===== src/design/gipc_pkg.sv =====
// Shared constants and types for the I/NAV page checker.
`default_nettype none

package gipc_pkg;

   localparam int unsigned PageBytes   = 29;
   localparam int unsigned PartBits    = 114;
   localparam int unsigned CrcDataBits = 196;
   localparam int unsigned CrcEndBit   = 220;
   localparam int unsigned WordBits    = 128;
   localparam int unsigned CrcBits     = 24;
   localparam int unsigned MaxWordType = 6;
   localparam int unsigned RspBits     = 144;

   localparam logic [CrcBits-1:0] CrcPoly   = 24'h864CFB;
   localparam logic [3:0]         FlagsGood = 4'b0010;

   typedef enum logic [2:0] {
      FailNone  = 3'd0,
      FailShort = 3'd1,
      FailFlags = 3'd2,
      FailCrc   = 3'd3,
      FailType  = 3'd4
   } gipc_fail_type;

   typedef struct packed {
      logic                accepted;
      gipc_fail_type       fail_reason;
      logic [5:0]          word_kind;
      logic [WordBits-1:0] word;
   } gipc_verdict_type;

endpackage

`default_nettype wire


===== src/design/galileo_inav_page_check_compact.sv =====
// Top level of the Galileo I/NAV page checker with CRC-24Q and compact word output.
// The result is registered and appears in the cycle after the byte marked last is taken.
// One byte is taken per cycle while no held result stalls the input; the byte update and verdict are combinational.
// A held result that the receiver does not take stalls the input until it is taken.
// Reset (synchronous, active high) clears the page state and the result valid.
`default_nettype none

module galileo_inav_page_check_compact import gipc_pkg::*; (
   input  wire logic               clock,
   input  wire logic               reset,
   input  wire logic               req_tvalid,
   output      logic               req_tready,
   input  wire logic [7:0]         req_tdata,   // [7:0] data_byte
   input  wire logic               req_tlast,   // last_byte
   output      logic               rsp_tvalid,
   input  wire logic               rsp_tready,
   // [0] accepted, [3:1] fail_reason, [9:4] word_kind, [73:10] word_high,
   // [137:74] word_low, [143:138] zero
   output      logic [RspBits-1:0] rsp_tdata
);

   logic             take;
   gipc_verdict_type verdict;

   logic                rsp_valid_ff;
   logic                accepted_ff;
   gipc_fail_type       reason_ff;
   logic [5:0]          type_ff;
   logic [WordBits-1:0] word_ff;

   assign req_tready = !rsp_valid_ff || rsp_tready;
   assign take       = req_tvalid && req_tready;

   gipc_page_acc u_acc (
      .clock     (clock),
      .reset     (reset),
      .take      (take),
      .data_byte (req_tdata),
      .last_byte (req_tlast),
      .verdict   (verdict)
   );

   always_ff @(posedge clock) begin
      if (reset) begin
         rsp_valid_ff <= 1'b0;
      end else if (take && req_tlast) begin
         rsp_valid_ff <= 1'b1;
      end else if (rsp_tready) begin
         rsp_valid_ff <= 1'b0;
      end
   end

   always_ff @(posedge clock) begin
      if (take && req_tlast) begin
         accepted_ff <= verdict.accepted;
         reason_ff   <= verdict.fail_reason;
         type_ff     <= verdict.word_kind;
         word_ff     <= verdict.word;
      end
   end

   assign rsp_tvalid = rsp_valid_ff;
   assign rsp_tdata  = {6'd0, word_ff[63:0], word_ff[127:64], type_ff, reason_ff, accepted_ff};

endmodule

`default_nettype wire


===== src/design/gipc_page_acc.sv =====
// Page accumulator: per-byte CRC, flag capture, compact word build and verdict.
`default_nettype none

module gipc_page_acc import gipc_pkg::*; (
   input  wire logic             clock,
   input  wire logic             reset,
   input  wire logic             take,
   input  wire logic [7:0]       data_byte,
   input  wire logic             last_byte,
   output gipc_verdict_type      verdict
);

   logic [4:0]          count_ff, count_in;
   logic [CrcBits-1:0]  crc_ff, crc_in;
   logic [CrcBits-1:0]  rcv_ff, rcv_in;
   logic [3:0]          flags_ff, flags_in;
   logic [WordBits-1:0] word_ff, word_in;

   logic [7:0] pos;
   logic [7:0] idx;
   logic       bit_v;
   logic       fb;
   logic [5:0] wtype;

   always_comb begin
      count_in = count_ff;
      crc_in   = crc_ff;
      rcv_in   = rcv_ff;
      flags_in = flags_ff;
      word_in  = word_ff;
      pos      = '0;
      idx      = '0;
      bit_v    = 1'b0;
      fb       = 1'b0;
      if (count_ff < 5'(PageBytes)) begin
         for (int b = 0; b < 8; b++) begin
            pos   = {count_ff, 3'(b)};
            bit_v = data_byte[7 - b];
            if (pos < 8'(CrcDataBits)) begin
               fb     = crc_in[CrcBits-1] ^ bit_v;
               crc_in = {crc_in[CrcBits-2:0], 1'b0} ^ (fb ? CrcPoly : '0);
            end else if (pos < 8'(CrcEndBit)) begin
               rcv_in = {rcv_in[CrcBits-2:0], bit_v};
            end
            if (pos == 8'd0) begin
               flags_in[3] = bit_v;
            end else if (pos == 8'd1) begin
               flags_in[2] = bit_v;
            end else if (pos == 8'(PartBits)) begin
               flags_in[1] = bit_v;
            end else if (pos == 8'(PartBits + 1)) begin
               flags_in[0] = bit_v;
            end
            if (pos >= 8'd2 && pos < 8'(PartBits)) begin
               idx = 8'(WordBits + 1) - pos;
               if (bit_v) begin
                  word_in[idx[6:0]] = 1'b1;
               end
            end else if (pos >= 8'(PartBits + 2) && pos < 8'(PartBits + 18)) begin
               idx = 8'(WordBits + 3) - pos;
               if (bit_v) begin
                  word_in[idx[6:0]] = 1'b1;
               end
            end
         end
         count_in = count_ff + 5'd1;
      end
   end

   assign wtype = word_in[WordBits-1 -: 6];

   always_comb begin
      verdict = '0;
      if (count_in < 5'(PageBytes)) begin
         verdict.fail_reason = FailShort;
      end else if (flags_in != FlagsGood) begin
         verdict.fail_reason = FailFlags;
      end else if (crc_in != rcv_in) begin
         verdict.fail_reason = FailCrc;
      end else if (wtype > 6'(MaxWordType)) begin
         verdict.fail_reason = FailType;
      end else begin
         verdict.accepted    = 1'b1;
         verdict.fail_reason = FailNone;
         verdict.word_kind   = wtype;
         verdict.word        = word_in;
      end
   end

   // clear the page after its result
   always_ff @(posedge clock) begin
      if (reset || (take && last_byte)) begin
         count_ff <= '0;
         crc_ff   <= '0;
         rcv_ff   <= '0;
         flags_ff <= '0;
         word_ff  <= '0;
      end else if (take) begin
         count_ff <= count_in;
         crc_ff   <= crc_in;
         rcv_ff   <= rcv_in;
         flags_ff <= flags_in;
         word_ff  <= word_in;
      end
   end

endmodule

`default_nettype wire


===== config.mk =====
export PLATFORM = sky130hd
export DESIGN_NAME = galileo_inav_page_check_compact
export DESIGN_NICKNAME = d
export VERILOG_FILES = /design/src/design/gipc_pkg.sv /design/src/design/galileo_inav_page_check_compact.sv /design/src/design/gipc_page_acc.sv
export SDC_FILE = /design/constraint.sdc
export NUM_CORES = 1
export LEC_CHECK = 0
export BUFFER_PORTS_ARGS = -buffer_cell sky130_fd_sc_hd__buf_4
export CORE_ASPECT_RATIO = 0.8
export CORE_UTILIZATION = 67
export CTS_BUF_LIST = sky130_fd_sc_hd__clkbuf_2 sky130_fd_sc_hd__clkbuf_4 sky130_fd_sc_hd__clkbuf_8
export DETAILED_ROUTE_END_ITERATION = 8
export PLACE_DENSITY_LB_ADDON = 0.2
export SKIP_LAST_GASP = 1
export SYNTH_ARGS = -nofsm -noshare
export SYNTH_HDL_FRONTEND = slang
export SYNTH_HIERARCHICAL = 1
export SYNTH_SLANG_ARGS = --single-unit

===== constraint.sdc =====
create_clock -name clock -period 8.4 [get_ports clock]
set_input_delay 0.42 -clock clock [delete_from_list [all_inputs] [get_ports clock]]
set_output_delay 0.42 -clock clock [all_outputs]
set_load 0.01 [all_outputs]

==> flow_summary.json, run 1 <==
{
  "antenna_left": 0,
  "wl_um": 56100,
  "antenna_found_initial": 1,
  "fp.dieArea_um2": 26300,
  "path_clk_slew_ns": 0.07,
  "powerDensity_nw_per_um2": 321,
  "postCtsSetupRepairBufs": 0,
  "hold_class": "in2reg",
  "yosysMostFrequentCell": "nor2_1",
  "grt_util_all_layers_pct": 41.5,
  "placed_area_um2": 18200,
  "drv_cap": 0,
  "io_pins": 159,
  "grt.overflow.total": 0,
  "slew_headroom_pct": 13.8,
  "slowest_delay_ns": 0.90,
  "synth-edff-count": 138,
  "cts.path.max_buffers": 3,
  "r2r_slack_ns": 2.05,
  "cp_data_required_time_ns": 8.77,
  "netlist_top_cells_count": "nor2_1, a21oi_1, dfxtp_1",
  "setup_viol": 0,
  "avgRoutedWirePerCell_um": 25.4,
  "tightest_slew_ns": 1.29,
  "drcViolationCount": 2,
  "tns_ns": 0,
  "cts-resized-gates": 0,
  "worstSetupPathType": "reg2reg",
  "hpwl_um": 35500,
  "post-route-period-util_pct": 75.6,
  "fin_skew_ns": 0.0331,
  "cts_root_buf": "clkbuf_8",
  "die_w_um": 181,
  "critPathCapture": "word_ff[55]",
  "ys_seq_elements": 324,
  "synth.largest_area_cell": "edfxtp_1",
  "r2r_start": "u_acc/count_ff[3]",
  "holdBufCountCts": 0,
  "avgSynthCellArea_um2": 9.74,
  "synthToLayoutAreaGrowth_pct": 12.4,
  "design_area_um2": 19300,
  "ir_drop_mv": 0.221,
  "cp.arrival_ns": 6.72,
  "max_freq_mhz": 158,
  "synth.top_cell.area_share_pct": 24.1,
  "period_needed_ns": 6.35,
  "p_leak_nw": 6.55,
  "dieHeight_um": 145,
  "clkLatencyLatePin_ns": 0.59,
  "drive_gt1_share_pct": 22.4,
  "netlist_instances": 1767,
  "violations": "design-rule violations",
  "critPathCaptureType": "register",
  "core_um2": 25200,
  "first_iter_violations": 2286,
  "cp_max_fo": 29,
  "synth_area_leaders": "edfxtp_1, dfxtp_1, nor4_2",
  "grt_pass1_vias": 14100,
  "crit_slowest_cell": "dfxtp_1",
  "viasPerCell": 6.97,
  "cts_sinks": 324,
  "grt_pass1_wl_um": 84100,
  "hold_slack_ns": 0.0284,
  "netlist_area_um2": 17200,
  "nets": 1855,
  "rows": 52,
  "ys_seq_area_share_pct": 45.7,
  "grt_max_degree": 102,
  "final_util_pct": 76.6,
  "r2r_cells": 12,
  "maxSlewViolCount": 0,
  "worstPathCellList": "buf_4 > nand2_1 > nor2_1 > nor3_1 > nor2_1 > xnor3_2 > xnor2_1 > nand2b_1 > a311o_1 > nand4_1 > buf_4 > nor4_2",
  "htree_num_levels": 2,
  "io_buffers": 152,
  "crit_start": "u_acc/count_ff[3]",
  "ys.flop_type": "dfxtp_1",
  "vias": 15300,
  "cts_buffers": 49,
  "start_util_pct": 68.2,
  "yosys_warnings": 6,
  "synth-async-reset-ratio_pct": 0,
  "place_congestion": 0.999,
  "status": "finished, violations left",
  "hold_viol": 0,
  "cp-start-kind": "register",
  "rsz0062_at_grt": "no",
  "reg2reg_to": "word_ff[55]",
  "cts_tree": "done",
  "synth.distinct_cells": 87,
  "drt_first_pass_iters": 9
}
[worst max-delay path, delay by kind of cell, from the launching register on]
family                 cells  cell delay (ns)
AO/OA/AOI/OAI              1             0.33
XOR/XNOR                   2             0.75
buffers and inverters      2             0.95
flip-flops                 1             0.90
AND/OR/NAND/NOR            7             3.19
[layer usage]
layer | wire [um] | up-vias | global-route usage, % | part of all wire (%)
met5 | 0 | - | 0 | 0
met3 | 7790 | 154 | 9.78 | 14
met2 | 24200 | 1289 | 61.8 | 43
met4 | 1540 | 0 | 11.6 | 2.7
li1 | - | 6546 | - | -
met1 | 22500 | 7355 | 60.5 | 40
[layout by cell type (no fill, tap or decap), types with 28 or more instances in the layout]
master    count
nor2_1      249
a21oi_1     236
dfxtp_1     186
buf_4       181
edfxtp_1    138
nor4_2      120
xnor2_1      91
nand2_1      89
clkbuf_8     62
mux2i_1      59
o21ai_0      54
a31oi_1      52
xor2_1       41
nor3_1       33
nand3_1      28
[through the flow]
stage | setup slack (ns) | power [mW] | cells
CTS | 2.29 | 6.11 | 2202
finish | 2.05 | 6.21 | 2203
detailed placement | 2.45 | 4.68 | 2112
global route | 1.95 | 6.44 | 2202
global placement | 2.50 | 4.71 | 2112
floorplan | 3.79 | 3.94 | 1777
[where the power goes]
group,total (mW),internal [mW],leakage [nW],switching [mW]
Sequential,1.79,1.71,2.72,0.0827
Combinational,2.98,1.10,3.26,1.89
Clock,1.44,0.787,0.572,0.649
Total,6.21,3.60,6.55,2.62
[logic make-up after synthesis]
family | after synthesis | share of synthesized area [%]
xor gates and xnor gates | 149 | 8.85
adders and majority gates | 3 | 0.218
and+or+nand+nor | 596 | 21.0
DFF | 324 | 45.7
AOI/OAI and AO/OA | 442 | 15.1
other | 2 | 0.0436
buffers and inverters | 186 | 5.27
muxes | 65 | 3.84
[layout make-up]
class,count,area (um2)
multi-input combinational,1267,8520
fill,1636,5900
clock buffer,74,943
inverter,14,52.6
sequential,324,7870
antenna,1,2.50
timing repair buffer,183,1400
tap,324,405
clock inverter,16,150
[sequential cells by signal, indices dropped and copies added (netlist names), 3 cells and up]
signal,cells
u_acc/word_ff,128
word_ff,128
u_acc/crc_ff,24
u_acc/rcv_ff,24
type_ff,6
u_acc/count_ff,5
u_acc/flags_ff,4
reason_ff,3
[worst min path at each step]
stage	from	endpoint	slack, ns	cells past startpoint
floorplan	u_acc/word_ff[126]	u_acc/word_ff[126]	0.43	2
global placement	u_acc/word_ff[125]	u_acc/word_ff[125]	0.44	2
detailed placement	u_acc/flags_ff[2]	u_acc/flags_ff[2]	0.45	2
CTS	reset	rsp_tvalid	0.006	2
global route	reset	rsp_tvalid	0.02	2
finish	reset	rsp_tvalid	0.03	2
No activity file was read; power rests on OpenSTA's default activity.
==> run 2, diff against run 1 <==
CORE_UTILIZATION = 62   (was 67)
clock period = 6.1 ns   (was 8.4 ns; I/O delays follow)
==> flow_summary.json, run 2 (synthesis results as in run 1) <==
{
  "internal-power_mw": 5.13,
  "nets": 1885,
  "cts_tree": "done",
  "tightest_slew_ns": 1.25,
  "fin_skew_ns": 0.0259,
  "switching_share_pct": 41.9,
  "grt.overflow.total": 0,
  "r2r_cells": 13,
  "power_frac_clock_pct": 23.0,
  "cp_data_required_time_ns": 6.44,
  "drcViolationCount": 0,
  "ir_drop_mv": 0.380,
  "hold_class": "in2reg",
  "post-route-period-util_pct": 95.5,
  "placedCellCount": 2181,
  "clkLatencyLatePin_ns": 0.60,
  "layout.cells.non_filler": 2274,
  "status": "complete, no violations",
  "path_clk_slew_ns": 0.07,
  "antenna_left": 0,
  "grt_util_all_layers_pct": 38.1,
  "diodes": 0,
  "io_buffers": 152,
  "rsz0062_at_grt": "no",
  "pre_cts_slack_ns": 0.664,
  "cts_sinks": 324,
  "cts_buffers": 49,
  "cp.arrival_ns": 6.17,
  "io_pins": 159,
  "synthToLayoutAreaGrowth_pct": 14.5,
  "mostFrequentLayoutCells": "nor2_1, a21oi_1, buf_4",
  "maxSlewViolCount": 0,
  "rows": 54,
  "p_leak_nw": 6.75,
  "avgRoutedWirePerCell_um": 24.3,
  "powerDensity_nw_per_um2": 448,
  "p_total_mw": 8.83,
  "grt_pass1_wl_um": 82300,
  "die_w_um": 188,
  "slew_headroom_pct": 15.8,
  "hpwl_um": 36700,
  "wl_um": 55200,
  "period_needed_ns": 5.83,
  "final_util_pct": 72.2,
  "postCtsSetupRepairBufs": 0,
  "grt_pass1_vias": 13600,
  "htree_num_levels": 2,
  "cp_max_fo": 42,
  "place_congestion": 1.06,
  "max_freq_mhz": 172,
  "drive_gt1_share_pct": 23.8,
  "fin_ws_ns": 0.272,
  "setup_viol": 0,
  "tns_ns": 0,
  "dieHeight_um": 151,
  "p_sw_mw": 3.70,
  "p_seq_share_pct": 28.1,
  "start_util_pct": 63.1,
  "reg_top3": "u_acc/word_ff (128), word_ff (128)",
  "cts.path.max_buffers": 3,
  "drv_cap": 0,
  "worstSetupPathType": "reg2reg",
  "first_iter_violations": 2048,
  "core_um2": 27300,
  "layout_commonest_cell": "nor2_1",
  "viasPerCell": 6.55,
  "power_frac_comb_pct": 48.9,
  "grt_max_degree": 139,
  "critPathCaptureType": "register",
  "vias": 14900,
  "hold_depth": 3,
  "cts_root_buf": "clkbuf_8",
  "fp.dieArea_um2": 28400,
  "antenna_found_initial": 0,
  "cp-start-kind": "register",
  "hold_viol": 0,
  "drt_first_pass_iters": 7
}
==> run 2: timing repair <==
action / in CTS / in global routing
endpoints found under the hold margin: 1 / 0
hold buffers: 1 / 0
gates resized for setup: 0 / 0
==> run 2: through the flow <==
stage | instance area [um2] | hold WS, ns
after detailed placement | 18600 | 0.454
after CTS | 19700 | 0.0196
final | 19700 | 0.0314
after global routing | 19700 | 0.0260
after floorplan | 17300 | 0.374
after global placement | 18600 | 0.443
==> run 2: power groups by stage <==
| stage | registers (mW) | clock network, mW | logic, mW |
|---|---|---|---|
| final | 2.48 | 2.03 | 4.31 |
| after global routing | 2.48 | 2.14 | 4.51 |
| after CTS | 2.47 | 2.04 | 4.12 |
| after detailed placement | 2.51 | 0 | 4.09 |
| after global placement | 2.52 | 0 | 4.12 |
| after floorplan | 2.48 | 0 | 2.95 |
==> run 2: worst max-delay path, stage by stage, from the launching register on <==
cell and delay, ns:
dfxtp_1 0.53, xor2_2 0.40, xnor3_1 0.72, xnor3_2 0.51
mux2_4 0.35, nor3_4 0.31, xnor3_2 0.56, xor2_1 0.19
o21ai_0 0.61, xnor2_1 0.23, nand4_1 0.19, buf_12 0.24
buf_12 0.22, nor4_1 0.45
==> run 2: final timing paths <==
check | startpoint | to | slack (ns)
min reg2reg | u_acc/flags_ff[2] | u_acc/flags_ff[2] | 0.46
max reg2reg | u_acc/crc_ff[22] | reason_ff[2] | 0.27
min | rsp_tready | rsp_tvalid | 0.03
max | u_acc/crc_ff[22] | reason_ff[2] | 0.27
==> run 2: final cells by class <==
type,count,area (um2)
clock buffer,82,991
clock inverter,10,133
fill,2022,7580
inverter,14,52.6
multi-input combinational,1267,8540
sequential,324,7870
tap,364,455
timing repair buffer,213,1680
==> run 2: layer usage <==
metal	global-route usage (%)	part of all wire, %
met1	57.3	43
met4	7.78	1.7
met2	52.3	41
met5	0	0
met3	13.0	14
